`config.mk`:
```
export PLATFORM = sky130hd
export DESIGN_NAME = static_linked_list_manager
export DESIGN_NICKNAME = d
export VERILOG_FILES = /design/src/sllm_pkg.sv /design/src/static_linked_list_manager.sv
export SDC_FILE = /design/constraint.sdc
export NUM_CORES = 2
export LEC_CHECK = 0
export BUFFER_PORTS_ARGS = -buffer_cell sky130_fd_sc_hd__buf_2
export CORE_UTILIZATION = 40
export DETAILED_ROUTE_END_ITERATION = 10
export RECOVER_POWER = 50
export SLEW_MARGIN = 20
export SYNTH_ARGS = -nofsm -noshare
export SYNTH_HDL_FRONTEND = slang
export SYNTH_SLANG_ARGS = --single-unit
```
`constraint.sdc`:
```
create_clock -name clk -period 11.85 [get_ports clk]
set_input_delay 2.37 -clock clk [delete_from_list [all_inputs] [get_ports clk]]
set_output_delay 2.37 -clock clk [all_outputs]
set_load 0.02 [all_outputs]
```
`src/sllm_pkg.sv`:
```
// shared types and constants for the static linked list manager
package sllm_pkg;

  localparam int unsigned ValueW  = 32;
  localparam int unsigned PosW    = 6;
  localparam int unsigned InDataW = 40;

  typedef enum logic [1:0] {
    MODE_APPEND   = 2'd0,
    MODE_INSERT   = 2'd1,
    MODE_TRAVERSE = 2'd2,
    MODE_NONE     = 2'd3
  } mode_t;

  typedef enum logic [1:0] {
    ST_OK     = 2'd0,
    ST_FULL   = 2'd1,
    ST_BADPOS = 2'd2,
    ST_EMPTY  = 2'd3
  } status_t;

endpackage

```
`src/static_linked_list_manager.sv`:
```
// static linked list manager: array-based list with free slots, append, insert and traverse
//
//  channel | ports     | tdata                                     | tuser       | tlast
//  in      | in_t*     | [31:0] value_in, [37:32] position, rest 0 | [1:0] mode  | -
//  out     | out_t*    | [31:0] value_out                          | [1:0] status| last
//
//  append: new slot write, then tail link write; insert: one link memory read per hop,
//  then new slot and link writes; traverse: one slot per cycle from the link and value
//  memories while results are taken; error, empty and unused-mode requests skip to S_FIN.
//  no clearing pass: per-slot valid bits give the reset links at once after reset.
//  a stalled result holds the block in place; the next request waits for the current one.
module static_linked_list_manager
  import sllm_pkg::*;
#(
  parameter int unsigned SLOTS = 32
) (
  input  logic                clk,
  input  logic                rst_n,
  input  logic                in_tvalid,
  output logic                in_tready,
  input  logic [InDataW-1:0]  in_tdata,   // value_in, position, zero fill
  input  logic [1:0]          in_tuser,   // mode
  output logic                out_tvalid,
  input  logic                out_tready,
  output logic [ValueW-1:0]   out_tdata,  // value_out
  output logic [1:0]          out_tuser,  // status
  output logic                out_tlast
);

  localparam int unsigned LW   = $clog2(SLOTS);
  localparam int unsigned CW   = PosW + 1;
  localparam logic [LW-1:0] HEAD = LW'(SLOTS - 1);
  localparam logic [LW-1:0] MAX_LEN = LW'(SLOTS - 2);

  typedef enum logic [2:0] {
    S_IDLE,
    S_APP_NEW,
    S_APP_LINK,
    S_INS_WALK,
    S_INS_LINK,
    S_TRV_HEAD,
    S_TRV_EMIT,
    S_FIN
  } state_t;

  function automatic logic [LW-1:0] rst_link(input logic [LW-1:0] a);
    logic [LW-1:0] r;
    if (a == HEAD) r = '0;
    else r = a + LW'(1);
    return r;
  endfunction

  // memories
  logic [LW-1:0]     next_mem [SLOTS];
  logic [ValueW-1:0] val_mem  [SLOTS];
  logic [LW-1:0]     nq_r;
  logic [ValueW-1:0] vq_r;

  logic              rd_en;
  logic [LW-1:0]     rd_addr;
  logic              nwe;
  logic [LW-1:0]     nwaddr;
  logic [LW-1:0]     nwdata;
  logic              vwe;

  state_t            state_r, state_nxt;
  logic [SLOTS-1:0]  vld_r, vld_nxt;
  logic [LW-1:0]     rd_addr_r, rd_addr_nxt;
  logic [LW-1:0]     len_r, len_nxt;
  logic [LW-1:0]     tail_r, tail_nxt;
  logic [LW-1:0]     x_r, x_nxt;
  logic [LW-1:0]     cnt_r, cnt_nxt;
  logic [ValueW-1:0] value_r, value_nxt;
  logic [1:0]        fin_st_r, fin_st_nxt;
  logic              out_valid_r, out_valid_nxt;
  logic [ValueW-1:0] out_value_r, out_value_nxt;
  logic [1:0]        out_status_r, out_status_nxt;
  logic              out_last_r, out_last_nxt;

  logic [LW-1:0]     link;
  logic [LW-1:0]     new_slot;
  logic              out_free;
  logic              full;
  logic [PosW-1:0]   in_pos;
  mode_t             in_mode;

  always_ff @(posedge clk) begin
    if (nwe) next_mem[nwaddr] <= nwdata;
    if (rd_en) nq_r <= next_mem[rd_addr];
  end

  always_ff @(posedge clk) begin
    if (vwe) val_mem[new_slot] <= value_r;
    if (rd_en) vq_r <= val_mem[rd_addr];
  end

  assign link     = vld_r[rd_addr_r] ? nq_r : rst_link(rd_addr_r);
  assign new_slot = len_r + LW'(1);
  assign full     = (len_r == MAX_LEN);
  assign out_free = !out_valid_r || out_tready;
  assign in_pos   = in_tdata[ValueW +: PosW];
  assign in_mode  = mode_t'(in_tuser);
  assign in_tready = (state_r == S_IDLE);

  always_comb begin
    state_nxt      = state_r;
    vld_nxt        = vld_r;
    rd_addr_nxt    = rd_addr_r;
    len_nxt        = len_r;
    tail_nxt       = tail_r;
    x_nxt          = x_r;
    cnt_nxt        = cnt_r;
    value_nxt      = value_r;
    fin_st_nxt     = fin_st_r;
    out_valid_nxt  = out_valid_r && !out_tready;
    out_value_nxt  = out_value_r;
    out_status_nxt = out_status_r;
    out_last_nxt   = out_last_r;
    rd_en          = 1'b0;
    rd_addr        = HEAD;
    nwe            = 1'b0;
    nwaddr         = new_slot;
    nwdata         = '0;
    vwe            = 1'b0;

    unique case (state_r)
      S_IDLE: begin
        if (in_tvalid) begin
          value_nxt = in_tdata[ValueW-1:0];
          unique case (in_mode)
            MODE_APPEND: begin
              if (full) begin
                fin_st_nxt = ST_FULL;
                state_nxt  = S_FIN;
              end else begin
                state_nxt = S_APP_NEW;
              end
            end
            MODE_INSERT: begin
              if (in_pos == '0 || CW'(in_pos) > CW'(len_r) + CW'(1)) begin
                fin_st_nxt = ST_BADPOS;
                state_nxt  = S_FIN;
              end else if (full) begin
                fin_st_nxt = ST_FULL;
                state_nxt  = S_FIN;
              end else begin
                rd_en       = 1'b1;
                rd_addr     = HEAD;
                rd_addr_nxt = HEAD;
                x_nxt       = HEAD;
                cnt_nxt     = LW'(in_pos - PosW'(1));
                state_nxt   = S_INS_WALK;
              end
            end
            MODE_TRAVERSE: begin
              if (len_r == '0) begin
                fin_st_nxt = ST_EMPTY;
                state_nxt  = S_FIN;
              end else begin
                rd_en       = 1'b1;
                rd_addr     = HEAD;
                rd_addr_nxt = HEAD;
                state_nxt   = S_TRV_HEAD;
              end
            end
            MODE_NONE: begin
              fin_st_nxt = ST_OK;
              state_nxt  = S_FIN;
            end
          endcase
        end
      end

      S_APP_NEW: begin
        nwe                = 1'b1;
        nwaddr             = new_slot;
        nwdata             = '0;
        vwe                = 1'b1;
        vld_nxt[new_slot]  = 1'b1;
        state_nxt          = S_APP_LINK;
      end

      S_APP_LINK: begin
        nwe              = 1'b1;
        nwaddr           = tail_r;
        nwdata           = new_slot;
        vld_nxt[tail_r]  = 1'b1;
        tail_nxt         = new_slot;
        len_nxt          = new_slot;
        fin_st_nxt       = ST_OK;
        state_nxt        = S_FIN;
      end

      S_INS_WALK: begin
        if (cnt_r == '0) begin
          nwe               = 1'b1;
          nwaddr            = new_slot;
          nwdata            = link;
          vwe               = 1'b1;
          vld_nxt[new_slot] = 1'b1;
          state_nxt         = S_INS_LINK;
        end else begin
          rd_en       = 1'b1;
          rd_addr     = link;
          rd_addr_nxt = link;
          x_nxt       = link;
          cnt_nxt     = cnt_r - LW'(1);
        end
      end

      S_INS_LINK: begin
        nwe           = 1'b1;
        nwaddr        = x_r;
        nwdata        = new_slot;
        vld_nxt[x_r]  = 1'b1;
        if (x_r == tail_r) tail_nxt = new_slot;
        len_nxt       = new_slot;
        fin_st_nxt    = ST_OK;
        state_nxt     = S_FIN;
      end

      S_TRV_HEAD: begin
        rd_en       = 1'b1;
        rd_addr     = link;
        rd_addr_nxt = link;
        state_nxt   = S_TRV_EMIT;
      end

      S_TRV_EMIT: begin
        if (out_free) begin
          out_valid_nxt  = 1'b1;
          out_value_nxt  = vq_r;
          out_status_nxt = ST_OK;
          out_last_nxt   = (link == '0);
          if (link == '0) begin
            state_nxt = S_IDLE;
          end else begin
            rd_en       = 1'b1;
            rd_addr     = link;
            rd_addr_nxt = link;
          end
        end
      end

      S_FIN: begin
        if (out_free) begin
          out_valid_nxt  = 1'b1;
          out_value_nxt  = '0;
          out_status_nxt = fin_st_r;
          out_last_nxt   = 1'b1;
          state_nxt      = S_IDLE;
        end
      end

      default: state_nxt = S_IDLE;
    endcase
  end

  always_ff @(posedge clk) begin
    if (!rst_n) begin
      state_r     <= S_IDLE;
      vld_r       <= '0;
      len_r       <= '0;
      tail_r      <= HEAD;
      out_valid_r <= 1'b0;
    end else begin
      state_r     <= state_nxt;
      vld_r       <= vld_nxt;
      len_r       <= len_nxt;
      tail_r      <= tail_nxt;
      out_valid_r <= out_valid_nxt;
    end
    rd_addr_r    <= rd_addr_nxt;
    x_r          <= x_nxt;
    cnt_r        <= cnt_nxt;
    value_r      <= value_nxt;
    fin_st_r     <= fin_st_nxt;
    out_value_r  <= out_value_nxt;
    out_status_r <= out_status_nxt;
    out_last_r   <= out_last_nxt;
  end

  assign out_tvalid = out_valid_r;
  assign out_tdata  = out_value_r;
  assign out_tuser  = out_status_r;
  assign out_tlast  = out_last_r;

endmodule

```
==> out/metrics.csv <==
stage,metric,value,unit
outcome,status,finished with violations,
outcome,failed_checks,"capacitance limit, slew limit",
power,power_density,243,nW/um^2
drt,antenna_left,0,
sta,rsz0062_at_grt,false,
yosys,syn-num-nets,3410,
clocking,cts_hold_buf,0,
sta,finalSetupViolations,0,
drt,drt_iter0_drc,3444,
layout,final_util,45.5,%
power,seq_power_share,42.4,%
worst_setup_path,start_kind,register,
worst_setup_path,worstPathMaxFanout,57,
sta,fin_crit_sh,63.0,%
place,place.gp.congestion,0.848,
yosys,async_flop_share,0,%
drt,drc,0,
worst_setup_path,critPathCaptureType,register,
yosys,synth-seq-area-share,74.9,%
clocking,cts_resized,0,
clocking,path_clk_slew,0.06,ns
power,power_leakage,20.1,nW
worst_hold_path,hp-class,reg2reg,
layout,drive_gt1_share,13.4,%
run,drv_cap,9,
sta,fin_crit,7.46,ns
clocking,post_cts_buffers,0,
yosys,syn_area,53500,um^2
power,p_sw_share,33.8,%
yosys,avgSynthCellArea,16.0,um^2
place,io_buffer_count,80,
drt,routed_via_density,5.75,
clocking,cts_tree,done,
layout,area_growth,12.4,%
worst_setup_path,arrival,7.94,ns
floorplan,row_count,133,
worst_setup_path,cp.required,12.33,ns
yosys,netlist_instances,3348,
clocking,clk_latency,0.75,ns
floorplan,die_area,135000,um^2
drt,drt_wl_total,145,mm
power,power_switching,4.95,mW
floorplan,die_w,368,um
floorplan,pin_count,83,
sta,slew_headroom,-160,%
clocking,cts_root_buf,clkbuf_16,
clocking,clock_path_buffers,3,
floorplan,fp.dieH,368,um
yosys,yosys_warnings,0,
power,irDropWorstVdd,0.000293,V
yosys,synth-edff-count,1305,
layout,final_common_cell,edfxtp_1,
power,p_clk_share,27.8,%
sta,tightest_slew,3.90,ns
global_route,grt_max_degree,107,
floorplan,core,132000,um^2
yosys,ys_ff_latch,1351,
yosys,ys.flop_type,edfxtp_1,
sta,max_freq,134,MHz
power,power.internal,9.68,mW
sta,slew_violations,238,
worst_setup_path,path_class,reg2reg,
global_route,antenna_found_initial,5,
floorplan,initial_utilization,40.5,%
global_route,grt_pass1_wl,208,mm
sta,hold_viol,0,
clocking,cts-buffers-inserted,136,
drt,wl_per_cell,27.2,um
drt,vias,30500,
sta,finClkSkew,0.0230,ns
global_route,track_usage,21.2,%
power,power_frac_comb,29.9,%
clocking,clkSinkCount,1351,
sta,tns,0,ns
layout,final_cell_mix,"edfxtp_1, nand2_1, mux2i_1",
global_route,grt-ovfl-total,0,
drt,dr.pass1.iters,5,
layout,final_nets,3514,
global_route,grt_pass1_vias,30200,
yosys,synthDistinctLibCells,71,
clocking,htree_levels,4,
place,dp_hpwl,74.4,mm
metal layers:
| metal | vias to the layer above | routed length [um] | GRT usage, % |
|---|---|---|---|
| met5 | - | 0 | 0 |
| li1 | 13400 | - | - |
| met2 | 1300 | 69400 | 34.6 |
| met4 | 0 | 4870 | 8.24 |
| met1 | 15500 | 59500 | 28.4 |
| met3 | 265 | 10800 | 3.28 |
flip-flops by register name, summed over array words and instances (netlist names), 32 cells and up:
register / flops
vq_r: 32
vld_r: 32
next_mem: 160
value_r: 32
out_tdata: 32
val_mem: 1024
critical path, cell delays in order, from the launching register on:
cell	delay, ns
edfxtp_1	0.35
clkbuf_1	1.13
mux2i_1	0.43
a22oi_1	0.16
nand3_1	0.14
nand4_1	1.28
mux2i_4	1.06
buf_4	0.58
buf_4	0.84
mux4_2	0.42
a21oi_1	0.16
nor4b_2	0.47
nor3_2	0.10
stage by stage:
stage	std cells	power (mW)	hold slack, ns	area, um^2	worst slack (ns)
6_report	5311	14.6	0.466	60200	4.39
4_1_cts	5310	14.7	0.470	60300	5.72
3_5_place_dp	5069	10.7	0.458	56200	4.90
3_3_place_gp	5067	10.6	0.450	56100	4.96
5_1_grt	5310	15.2	0.495	60200	4.06
2_1_floorplan	3348	9.22	0.440	53500	4.16
cell usage after synthesis, types with 4 or more instances:
cell / count / share of area [%]
a211oi_1: 6 / 0.084
a21oi_1: 95 / 0.89
a221oi_1: 6 / 0.098
a22oi_1: 44 / 0.62
a31oi_1: 126 / 1.5
and2_1: 36 / 0.42
and3_1: 6 / 0.070
buf_1: 10 / 0.070
buf_2: 72 / 0.67
buf_4: 20 / 0.28
buf_6: 16 / 0.34
clkbuf_1: 81 / 0.57
dfxtp_1: 46 / 1.7
edfxtp_1: 1305 / 73
ha_1: 16 / 0.37
inv_1: 18 / 0.13
mux2i_1: 295 / 5.5
mux4_2: 36 / 1.5
nand2_1: 349 / 2.4
nand2_2: 5 / 0.058
nand2b_1: 10 / 0.12
nand3_1: 97 / 0.91
nand3b_1: 10 / 0.14
nand4_1: 4 / 0.047
nor2_1: 157 / 1.1
nor2b_1: 7 / 0.082
nor3_1: 89 / 0.83
nor3_2: 23 / 0.43
nor3b_1: 4 / 0.056
nor4_1: 8 / 0.093
nor4b_1: 4 / 0.065
nor4b_2: 33 / 0.93
o21ai_0: 12 / 0.11
o221ai_1: 111 / 1.8
o22ai_1: 111 / 1.3
or3_1: 7 / 0.082
xnor2_1: 11 / 0.18
xor2_1: 11 / 0.18
power by group through the flow:
stage                     clock, mW  sequential [mW]  combinational [mW]
after floorplan                   0             6.13                3.09
after global placement            0             6.27                4.37
after detailed placement          0             6.28                4.41
after CTS                      4.12             6.19                4.41
after global routing           4.29             6.24                4.68
final                          4.07             6.20                4.37
final cells by class:
class                           instances  area, um^2
Clock inverter                         62         514
Tap cell                             1755        2200
Inverter                               19        71.3
Timing Repair Buffer                  167        1020
Sequential cell                      1351       40100
Fill cell                           11400       72000
Multi-Input combinational cell       1777       12600
Clock buffer                          179        3630
Antenna cell                            1        2.50
worst paths after layout:
kind	cells past startpoint	startpoint	end	slack, ns
max	12	rd_addr_r[0]	vq_r[20]	4.39
min	2	vld_r[10]	vld_r[10]	0.47
max reg2reg	12	rd_addr_r[0]	vq_r[20]	4.39
min reg2reg	2	vld_r[10]	vld_r[10]	0.47
cells by family (layout without fill, tap and decap cells):
family	Yosys count	count (layout)	synth area share [%]
other	0	1	0
AOI/OAI and AO/OA	536	536	6.80
and+or+nand+nor	863	863	8.13
muxes	340	340	7.32
DFF	1351	1351	74.9
buffers and inverters	220	427	2.10
adders and majority gates	16	16	0.374
xor gates and xnor gates	22	22	0.360
(Power assumes the default switching activity.)
